`config.mk`:
```
export PLATFORM = sky130hd
export DESIGN_NAME = msi_seq
export DESIGN_NICKNAME = d
export VERILOG_FILES = /design/src/hdl/msi_pkg.sv /design/src/hdl/msi_seq.sv
export VERILOG_INCLUDE_DIRS = /design/src /design/src/hdl
export SDC_FILE = /design/constraint.sdc
export NUM_CORES = 1
export LEC_CHECK = 0
export BUFFER_PORTS_ARGS = -buffer_cell sky130_fd_sc_hd__buf_4
export CORE_ASPECT_RATIO = 0.75
export CORE_MARGIN = 5
export CORE_UTILIZATION = 50
export CTS_CLUSTER_DIAMETER = 100
export DETAILED_ROUTE_END_ITERATION = 10
export PLACE_DENSITY_LB_ADDON = 0.12
export SLEW_MARGIN = 20
export SYNTH_ARGS = -nofsm -noshare
export SYNTH_HDL_FRONTEND = slang
export SYNTH_SLANG_ARGS = --single-unit
```
`constraint.sdc`:
```
create_clock -name i_clk -period 8.3 [get_ports i_clk]
set_input_delay 0.415 -clock i_clk [delete_from_list [all_inputs] [get_ports i_clk]]
set_output_delay 0.415 -clock i_clk [all_outputs]
set_load 0.01 [all_outputs]
```
`src/hdl/multiset_intersection_sorted_core_assert.svh`:
```
// Assertion macros used by the multiset intersection sequencer.
`ifndef MULTISET_INTERSECTION_SORTED_CORE_ASSERT_SVH
`define MULTISET_INTERSECTION_SORTED_CORE_ASSERT_SVH

// Same-cycle implication, checked on i_clk and disabled while i_rst_n is low.
`define MSI_ASSERT_NOW(lbl, ante, cons, msg) \
    lbl: assert property (@(posedge i_clk) disable iff (!i_rst_n) (ante) |-> (cons)) \
        else $error(msg);

// Next-cycle implication, checked on i_clk and disabled while i_rst_n is low.
`define MSI_ASSERT_NEXT(lbl, ante, cons, msg) \
    lbl: assert property (@(posedge i_clk) disable iff (!i_rst_n) (ante) |=> (cons)) \
        else $error(msg);

`endif

```
`src/hdl/msi_pkg.sv`:
```
// Package with the types and constants of the multiset intersection block.
`default_nettype none

package msi_pkg;

    localparam int VALUE_RANGE = 1024;
    localparam int COUNT_BITS  = 16;
    localparam int VALUE_BITS  = 10;
    localparam int ADDR_BITS   = (VALUE_RANGE > 2) ? $clog2(VALUE_RANGE) : 1;
    localparam int CURSOR_BITS = ADDR_BITS + 1;

    typedef logic [1:0]             t_req;
    typedef logic [VALUE_BITS-1:0]  t_value;
    typedef logic [ADDR_BITS-1:0]   t_addr;
    typedef logic [CURSOR_BITS-1:0] t_cursor;
    typedef logic [COUNT_BITS-1:0]  t_count;

    localparam t_req REQ_LOAD  = 2'd0;
    localparam t_req REQ_PROBE = 2'd1;
    localparam t_req REQ_FETCH = 2'd2;
    localparam t_req REQ_CLEAR = 2'd3;

    localparam t_addr   ADDR_LAST  = t_addr'(VALUE_RANGE - 1);
    localparam t_cursor CURSOR_END = t_cursor'(VALUE_RANGE);
    localparam t_count  COUNT_MAX  = '1;

    // One table entry: unmatched first-list copies and matched copies.
    typedef struct packed {
        t_count remaining;
        t_count matched;
    } t_entry;

    typedef struct packed {
        logic   en;
        t_addr  addr;
        t_entry data;
    } t_wr_port;

    typedef struct packed {
        logic   valid;
        t_value value;
        logic   found;
    } t_result;

endpackage

`default_nettype wire

```
`src/hdl/msi_seq.sv`:
```
// Sequencer: clearing sweep, read-modify-write of counts and the ordered fetch walk.
`default_nettype none

module msi_seq (
    input  wire logic              i_clk,
    input  wire logic              i_rst_n,
    input  wire logic              i_in_valid,
    output logic                   o_in_ready,
    input  wire msi_pkg::t_req     i_req_type,
    input  wire msi_pkg::t_value   i_value,
    output msi_pkg::t_result       o_res,
    input  wire logic              i_res_ready,
    output msi_pkg::t_wr_port      o_wr,
    output msi_pkg::t_addr         o_rd_addr,
    input  wire msi_pkg::t_entry   i_rd_data
);
    import msi_pkg::*;

    `include "multiset_intersection_sorted_core_assert.svh"

    localparam logic [2:0] S_CLR  = 3'd0;
    localparam logic [2:0] S_IDLE = 3'd1;
    localparam logic [2:0] S_RMW  = 3'd2;
    localparam logic [2:0] S_WALK = 3'd3;
    localparam logic [2:0] S_DONE = 3'd4;

    logic [2:0] r_state, n_state;
    t_addr      r_addr, n_addr;
    t_cursor    r_cursor, n_cursor;
    t_req       r_req, n_req;
    t_value     r_res_value, n_res_value;
    logic       r_res_found, n_res_found;

    logic   in_range;
    t_addr  in_addr;
    t_entry upd_load;
    t_entry upd_probe;

    assign in_range = (32'(i_value) < 32'(VALUE_RANGE));
    assign in_addr  = t_addr'(i_value);

    // Saturating updates of the entry that was just read.
    always_comb begin
        upd_load  = i_rd_data;
        upd_probe = i_rd_data;
        if (i_rd_data.remaining != COUNT_MAX) begin
            upd_load.remaining = i_rd_data.remaining + t_count'(1);
        end
        if (i_rd_data.remaining != '0) begin
            upd_probe.remaining = i_rd_data.remaining - t_count'(1);
            if (i_rd_data.matched != COUNT_MAX) begin
                upd_probe.matched = i_rd_data.matched + t_count'(1);
            end
        end
    end

    always_comb begin
        n_state     = r_state;
        n_addr      = r_addr;
        n_cursor    = r_cursor;
        n_req       = r_req;
        n_res_value = r_res_value;
        n_res_found = r_res_found;
        o_in_ready  = 1'b0;
        o_rd_addr   = r_addr;
        o_wr        = '{en: 1'b0, addr: r_addr, data: i_rd_data};
        o_res       = '{valid: 1'b0, value: r_res_value, found: r_res_found};

        unique case (r_state)
            S_CLR: begin
                o_wr.en   = 1'b1;
                o_wr.data = '0;
                if (r_addr == ADDR_LAST) begin
                    n_state  = S_IDLE;
                    n_cursor = '0;
                end else begin
                    n_addr = r_addr + t_addr'(1);
                end
            end
            S_IDLE: begin
                o_in_ready = 1'b1;
                if (i_req_type == REQ_FETCH) begin
                    o_rd_addr = r_cursor[ADDR_BITS-1:0];
                end else begin
                    o_rd_addr = in_addr;
                end
                // Ready is high throughout this state, so valid alone accepts.
                if (i_in_valid) begin
                    unique case (i_req_type)
                        REQ_LOAD, REQ_PROBE: begin
                            if (in_range) begin
                                n_addr  = in_addr;
                                n_req   = i_req_type;
                                n_state = S_RMW;
                            end
                        end
                        REQ_FETCH: begin
                            if (r_cursor == CURSOR_END) begin
                                n_res_value = '0;
                                n_res_found = 1'b0;
                                n_state     = S_DONE;
                            end else begin
                                n_addr  = r_cursor[ADDR_BITS-1:0];
                                n_state = S_WALK;
                            end
                        end
                        REQ_CLEAR: begin
                            n_addr  = '0;
                            n_state = S_CLR;
                        end
                        default: begin
                            n_state = S_IDLE;
                        end
                    endcase
                end
            end
            S_RMW: begin
                o_wr.en   = 1'b1;
                o_wr.data = (r_req == REQ_LOAD) ? upd_load : upd_probe;
                n_state   = S_IDLE;
            end
            S_WALK: begin
                // The read for the following address is issued every cycle; it is
                // simply dropped when the walk stops here.
                o_rd_addr = r_addr + t_addr'(1);
                if (i_rd_data.matched != '0) begin
                    o_wr.en           = 1'b1;
                    o_wr.data.matched = i_rd_data.matched - t_count'(1);
                    n_cursor          = t_cursor'(r_addr);
                    n_res_value       = t_value'(r_addr);
                    n_res_found       = 1'b1;
                    n_state           = S_DONE;
                end else if (r_addr == ADDR_LAST) begin
                    n_cursor    = CURSOR_END;
                    n_res_value = '0;
                    n_res_found = 1'b0;
                    n_state     = S_DONE;
                end else begin
                    n_addr = r_addr + t_addr'(1);
                end
            end
            S_DONE: begin
                o_res.valid = 1'b1;
                if (i_res_ready) begin
                    n_state = S_IDLE;
                end
            end
            default: begin
                n_state = S_IDLE;
            end
        endcase
    end

    always_ff @(posedge i_clk) begin
        if (!i_rst_n) begin
            r_state  <= S_CLR;
            r_addr   <= '0;
            r_cursor <= '0;
        end else begin
            r_state  <= n_state;
            r_addr   <= n_addr;
            r_cursor <= n_cursor;
        end
    end

    always_ff @(posedge i_clk) begin
        r_req       <= n_req;
        r_res_value <= n_res_value;
        r_res_found <= n_res_found;
    end

    `MSI_ASSERT_NOW(a_wr_state, o_wr.en,
        (r_state == S_CLR) || (r_state == S_RMW) || (r_state == S_WALK),
        "table written outside a clearing, update or walk cycle")
    `MSI_ASSERT_NEXT(a_walk_hit, (r_state == S_WALK) && o_wr.en,
        (r_state == S_DONE) && r_res_found && (r_cursor < CURSOR_END),
        "walk hit did not produce a found result")
    `MSI_ASSERT_NEXT(a_clr_end, (r_state == S_CLR) && (r_addr == ADDR_LAST),
        (r_state == S_IDLE) && (r_cursor == '0),
        "clearing sweep did not end idle with the cursor at zero")
    `MSI_ASSERT_NOW(a_cursor_range, 1'b1, r_cursor <= CURSOR_END,
        "fetch cursor beyond the table end")

endmodule

`default_nettype wire

```
---- Word-level counts from Yosys, hierarchy flattened ----
Cells that the tools add are included.
word-level totals
  register bits ........................... 37
  bits in latches ......................... 0
  bits in writable memories ............... 0
  bits in read-only memories .............. 0
  input port bits ......................... 48
  output and inout port bits .............. 66
  word-level logic and storage cells ...... 88
  memories ................................ 0
operators by class
  add/subtract/negate cells ............... 5
  multipliers ............................. 0
  div/mod/pow operators ................... 0
  magnitude comparators ................... 0
  equality and inequality tests ........... 19
  shift-type cells ........................ 0
  muxes and demuxes ....................... 43
  bitwise gates (word level) .............. 0
  reductions and logical operators ........ 15
operator list
  cell                                                 number
  two-way mux 10 bit                                   10
  two-way mux 32 bit                                   2
  one-hot mux 10 bit (3 select lines)                  2
  two-way mux 16 bit                                   3
  one-hot mux 16 bit (3 select lines)                  1
  one-hot mux 10 bit (2 select lines)                  2
  two-way mux 11 bit                                   3
  adder 16 x 1 -> 16 bit (second input constant)       2
  != test 16 bit (second input constant)               2
  one-hot mux 16 bit (2 select lines)                  1
  nonzero test 16 bit                                  2
  subtractor 16 x 1 -> 16 bit (second input constant)  2
  one-hot mux 11 bit (2 select lines)                  1
  two-way mux 3 bit                                    6
  != test 2 bit (second input constant)                6
  one-hot mux 3 bit (4 select lines)                   1
  == test 11 bit (second input constant)               1
  adder 10 x 1 -> 10 bit (second input constant)       1
  == test 10 bit (second input constant)               1
  one-hot mux 3 bit (3 select lines)                   1
  two-way mux 1 bit                                    8
  AND reduction 4 bit                                  2
  == test 3 x 2 -> 1 bit (second input constant)       2
  != test 3 bit (second input constant)                2
  other kinds (12)                                     18

---- Logic depth before layout (Yosys ltp) ----
  depth in word-level cells ............... 5
  depth in mapped cells ................... 11
  depth with buffers taken out ............ 9

---- Least setup slack after synthesis ----
OpenSTA, ideal clock, no wires.
  path kind ............................... reg2reg
  from .................................... register r_addr[0]
  to ...................................... register r_res_found (enable)
  data arrival time ....................... 2,508 ps
  required time ........................... 7,897 ps
  setup slack ............................. 5,389 ps
  cell stages (with the launch flop) ...... 5
  buffers on the path ..................... 0
  path through ............................ dfxtp_1 -> ha_1 -> nand3_1 -> or4_1 -> a311oi_1
between the ends
  cells in the longest elaborated chain, start to end .. 3
ends and longest elaborated chain
  item                           line            RTL
  from (decl)                    msi_seq.sv:28   t_addr r_addr, n_addr;
  from (signal assigned)         msi_seq.sv:161  r_addr <= n_addr;
  == test 10 bit                 msi_seq.sv:133  end else if (r_addr == ADDR_LAST) begin
  != test 3 bit (no line)        -
  AND reduction 5 bit (no line)  -
  to (signal assigned)           msi_seq.sv:169  r_res_found <= n_res_found;
  to (decl)                      msi_seq.sv:32   logic r_res_found, n_res_found;
Every way passes these cells.
A chain may end at the register's enable or synchronous reset.

==> results.json <==
{
  "synth.yosys.seq_area_share": 0.203,
  "area_used_by_multi_input_combinational_logic_um2": 3130,
  "tritoncts_clock_tree": "yes",
  "worstSetupEndpoint": "o_wr[27]",
  "synth_top_area_frac": 0.112,
  "yosysTopAreaCell": "sky130_fd_sc_hd__dfxtp_1",
  "timing_worst_slew_pin_value_ns": 1.03,
  "synthesis.area_um2": 4280,
  "tritoncts_buffers": 5,
  "crit_path_max_fanout": 19,
  "irDropWorstVdd_mv": 0.113,
  "regToRegStartpoint": "r_state[0]$_SDFFE_PN0P_",
  "worst-r2r-cell-count": 5,
  "timing_max_transition_violations_final": 0,
  "r2r_slack_ns": 4.97,
  "grt_setup_unrepaired": "false",
  "hold_slack_ns": 0.339,
  "critical_path.endpoint_type": "output port",
  "diodes": 0,
  "setup_crit_path_kind": "reg2out",
  "antenna_found_initial": 0,
  "cts.repair_timing.setup_buffer_count": 0,
  "synth_enable_flop_cells": 13,
  "die_h_um": 90.1,
  "hold_path.class": "in2reg",
  "result_of_the_run": "finished, final reports clean",
  "fin_util": 0.621,
  "synth.top_cells.by_area": "sky130_fd_sc_hd__dfxtp_1 11%, sky130_fd_sc_hd__edfxtp_1 9.1%, sky130_fd_sc_hd__nand2_1 7.1%, sky130_fd_sc_hd__a21oi_1 5.5%, sky130_fd_sc_hd__nor2_1 4.6%",
  "drv_cap": 0,
  "layout.cells.most_common_list": "115 x sky130_fd_sc_hd__buf_4, 81 x sky130_fd_sc_hd__nand2_1, 52 x sky130_fd_sc_hd__nor2_1, 47 x sky130_fd_sc_hd__a21oi_1, 27 x sky130_fd_sc_hd__o21ai_0",
  "maximum_buffer_depth_of_the_clock_tree": 2,
  "vias": 5277,
  "cts.htree.levels": 2,
  "die-area_um2": 10500,
  "mostFrequentLayoutCell": "sky130_fd_sc_hd__buf_4",
  "grt_remaining_overflow": 0,
  "leakage_nw": 2.09,
  "initial_drt_pass_iterations": 5,
  "regArea_um2": 871,
  "start_kind": "register",
  "drt_first_iter_violations": 723,
  "async_reset_ff_frac": 0,
  "critical_path.reg2reg.endpoint": "r_cursor[0]$_SDFFE_PN0P_",
  "placeableCoreArea_um2": 8420,
  "cts_num_sinks": 37,
  "number_of_gates_given_a_new_drive_strength_after_cts": 0,
  "gpl.final_weighted_congestion": 0.979,
  "initial_utilization": 0.508,
  "drc": 0,
  "finClkSkew_ns": 0.00789,
  "area.growth.synth_to_final_pct": 22.2,
  "powerDensity_nw_per_um2": 128,
  "synth_top_flop_cell": "sky130_fd_sc_hd__dfxtp_1",
  "post-route-min-period_ns": 3.89,
  "wl_per_cell_um": 19.7,
  "dp.cells": 781,
  "grt_pass1_vias": 4592,
  "hpwl_detailed_mm": 11.8,
  "setup_viol": 0,
  "floorplan.io_pins": 114,
  "final_min_period_over_clock_period": 0.469,
  "drt_antenna_net_count": 0,
  "finalNonFillerCells": 789,
  "hold_viol": 0,
  "max_slew_margin": 0.312,
  "synth.avg_cell_area_um2": 7.05,
  "wire_length_of_the_first_global_routing_pass_mm": 24.5,
  "gr-usage-all-layers": 0.286,
  "postSynthRegisterBits": 37,
  "dieWidth_um": 117,
  "nFillCells": 790,
  "nNetsFinal": 735,
  "cp_data_required_time_ns": 7.89,
  "final_layout_size_suffix_gt1_frac": 0.219,
  "synthesis.nets": 662,
  "cts-root-buf": "sky130_fd_sc_hd__clkbuf_16",
  "clock_insertion_delay_worst_skew_ns": 0.29,
  "num_rows": 29,
  "buffer_ports.inserted": 113,
  "hold_buffers": 0,
  "signal_arrival_time_at_the_worst_endpoint_ns": 3.48,
  "achievable-frequency_ghz": 0.257,
  "pre_cts_slack_ns": 4.70,
  "postLayoutSetupSlackWorst_ns": 4.41,
  "instance_count_of_the_mapped_netlist": 607,
  "finalSetupTns_ns": 0,
  "synthesis.yosys.warnings": 0,
  "crit_path_start": "r_state[1]$_SDFFE_PN0P_",
  "detail_route.vias_per_cell": 6.69,
  "grt_max_degree": 43,
  "routed_wirelength_mm": 15.6,
  "synth.lib_cells_used.distinct": 84,
  "clk_pin_slew_worst_paths_ns": 0.05
}
## how the worst min path moves through the flow
stage                               from                   endpoint  slack, ns  cells past startpoint
6_report                   i_req_type[0]         r_req[0]$_DFFE_PP_       0.34                      1
5_1_grt                    i_req_type[0]         r_req[0]$_DFFE_PP_       0.34                      1
4_1_cts                    i_req_type[0]         r_req[0]$_DFFE_PP_       0.34                      1
3_5_place_dp    r_cursor[3]$_SDFFE_PN0P_   r_cursor[3]$_SDFFE_PN0P_       0.50                      1
3_3_place_gp    r_cursor[3]$_SDFFE_PN0P_   r_cursor[3]$_SDFFE_PN0P_       0.49                      1
2_1_floorplan  r_cursor[10]$_SDFFE_PN0P_  r_cursor[10]$_SDFFE_PN0P_       0.46                      1
## cell usage after synthesis, types with 13 or more instances
cell type                  number
sky130_fd_sc_hd__o21ai_0       27
sky130_fd_sc_hd__nor2_1        52
sky130_fd_sc_hd__a21oi_1       47
sky130_fd_sc_hd__clkbuf_1      36
sky130_fd_sc_hd__nor4_1        14
sky130_fd_sc_hd__nand3_1       23
sky130_fd_sc_hd__and3_1        22
sky130_fd_sc_hd__edfxtp_1      13
sky130_fd_sc_hd__a22o_1        15
sky130_fd_sc_hd__nor3_1        22
sky130_fd_sc_hd__dfxtp_1       24
sky130_fd_sc_hd__nand2_1       81
## worst max-delay path: stages, from the launching register on
cell                       delay [ns]
sky130_fd_sc_hd__dfxtp_1         0.33
sky130_fd_sc_hd__clkinv_1        0.46
sky130_fd_sc_hd__nor3_1          0.96
sky130_fd_sc_hd__nand2_1         0.23
sky130_fd_sc_hd__nor4_1          0.70
sky130_fd_sc_hd__a21oi_1         0.19
sky130_fd_sc_hd__mux2i_1         0.19
sky130_fd_sc_hd__buf_4           0.14
## routing by layer
layer	vias up	share of wire	track usage
met4	0	0.010	0.0573
met3	21	0.13	0.0483
met2	363	0.41	0.381
met1	2426	0.45	0.470
met5	-	0	0
li1	2467	-	-
## per-stage QoR
| step | cell area [um^2] | power [mW] |
|---|---|---|
| 6_report | 5230 | 0.672 |
| 2_1_floorplan | 4280 | 0.345 |
| 4_1_cts | 5230 | 0.667 |
| 3_5_place_dp | 5060 | 0.447 |
| 3_3_place_gp | 5060 | 0.446 |
| 5_1_grt | 5230 | 0.700 |
## final cells by class
type | instances | area share
clock buffers | 5 | 0.0239
clock inverters | 3 | 0.00885
inverters | 16 | 0.0120
multi-input cells | 505 | 0.598
flip-flops and latches | 37 | 0.166
well taps | 108 | 0.0258
repair buffers | 115 | 0.165
## where the power goes
group          internal [mW]  switching, mW  total, mW
Clock                  0.142         0.0788      0.221
Sequential             0.193         0.0214      0.215
Combinational          0.102          0.134      0.236
## flip-flops by register name, indices dropped and copies added, names as in the netlist
signal,cells
r_req,2
r_addr,10
r_res_value,10
r_cursor,11
r_state,3
r_res_found,1
## logic make-up after synthesis
logic type | Yosys count | synth area share
buffers and inverters | 65 | 0.0672
and+or+nand+nor | 301 | 0.384
DFF | 37 | 0.203
muxes | 13 | 0.0307
xor gates and xnor gates | 4 | 0.00819
adders and majority gates | 7 | 0.0205
AOI/OAI and AO/OA | 180 | 0.286
No activity file was read; power rests on OpenSTA's default activity.
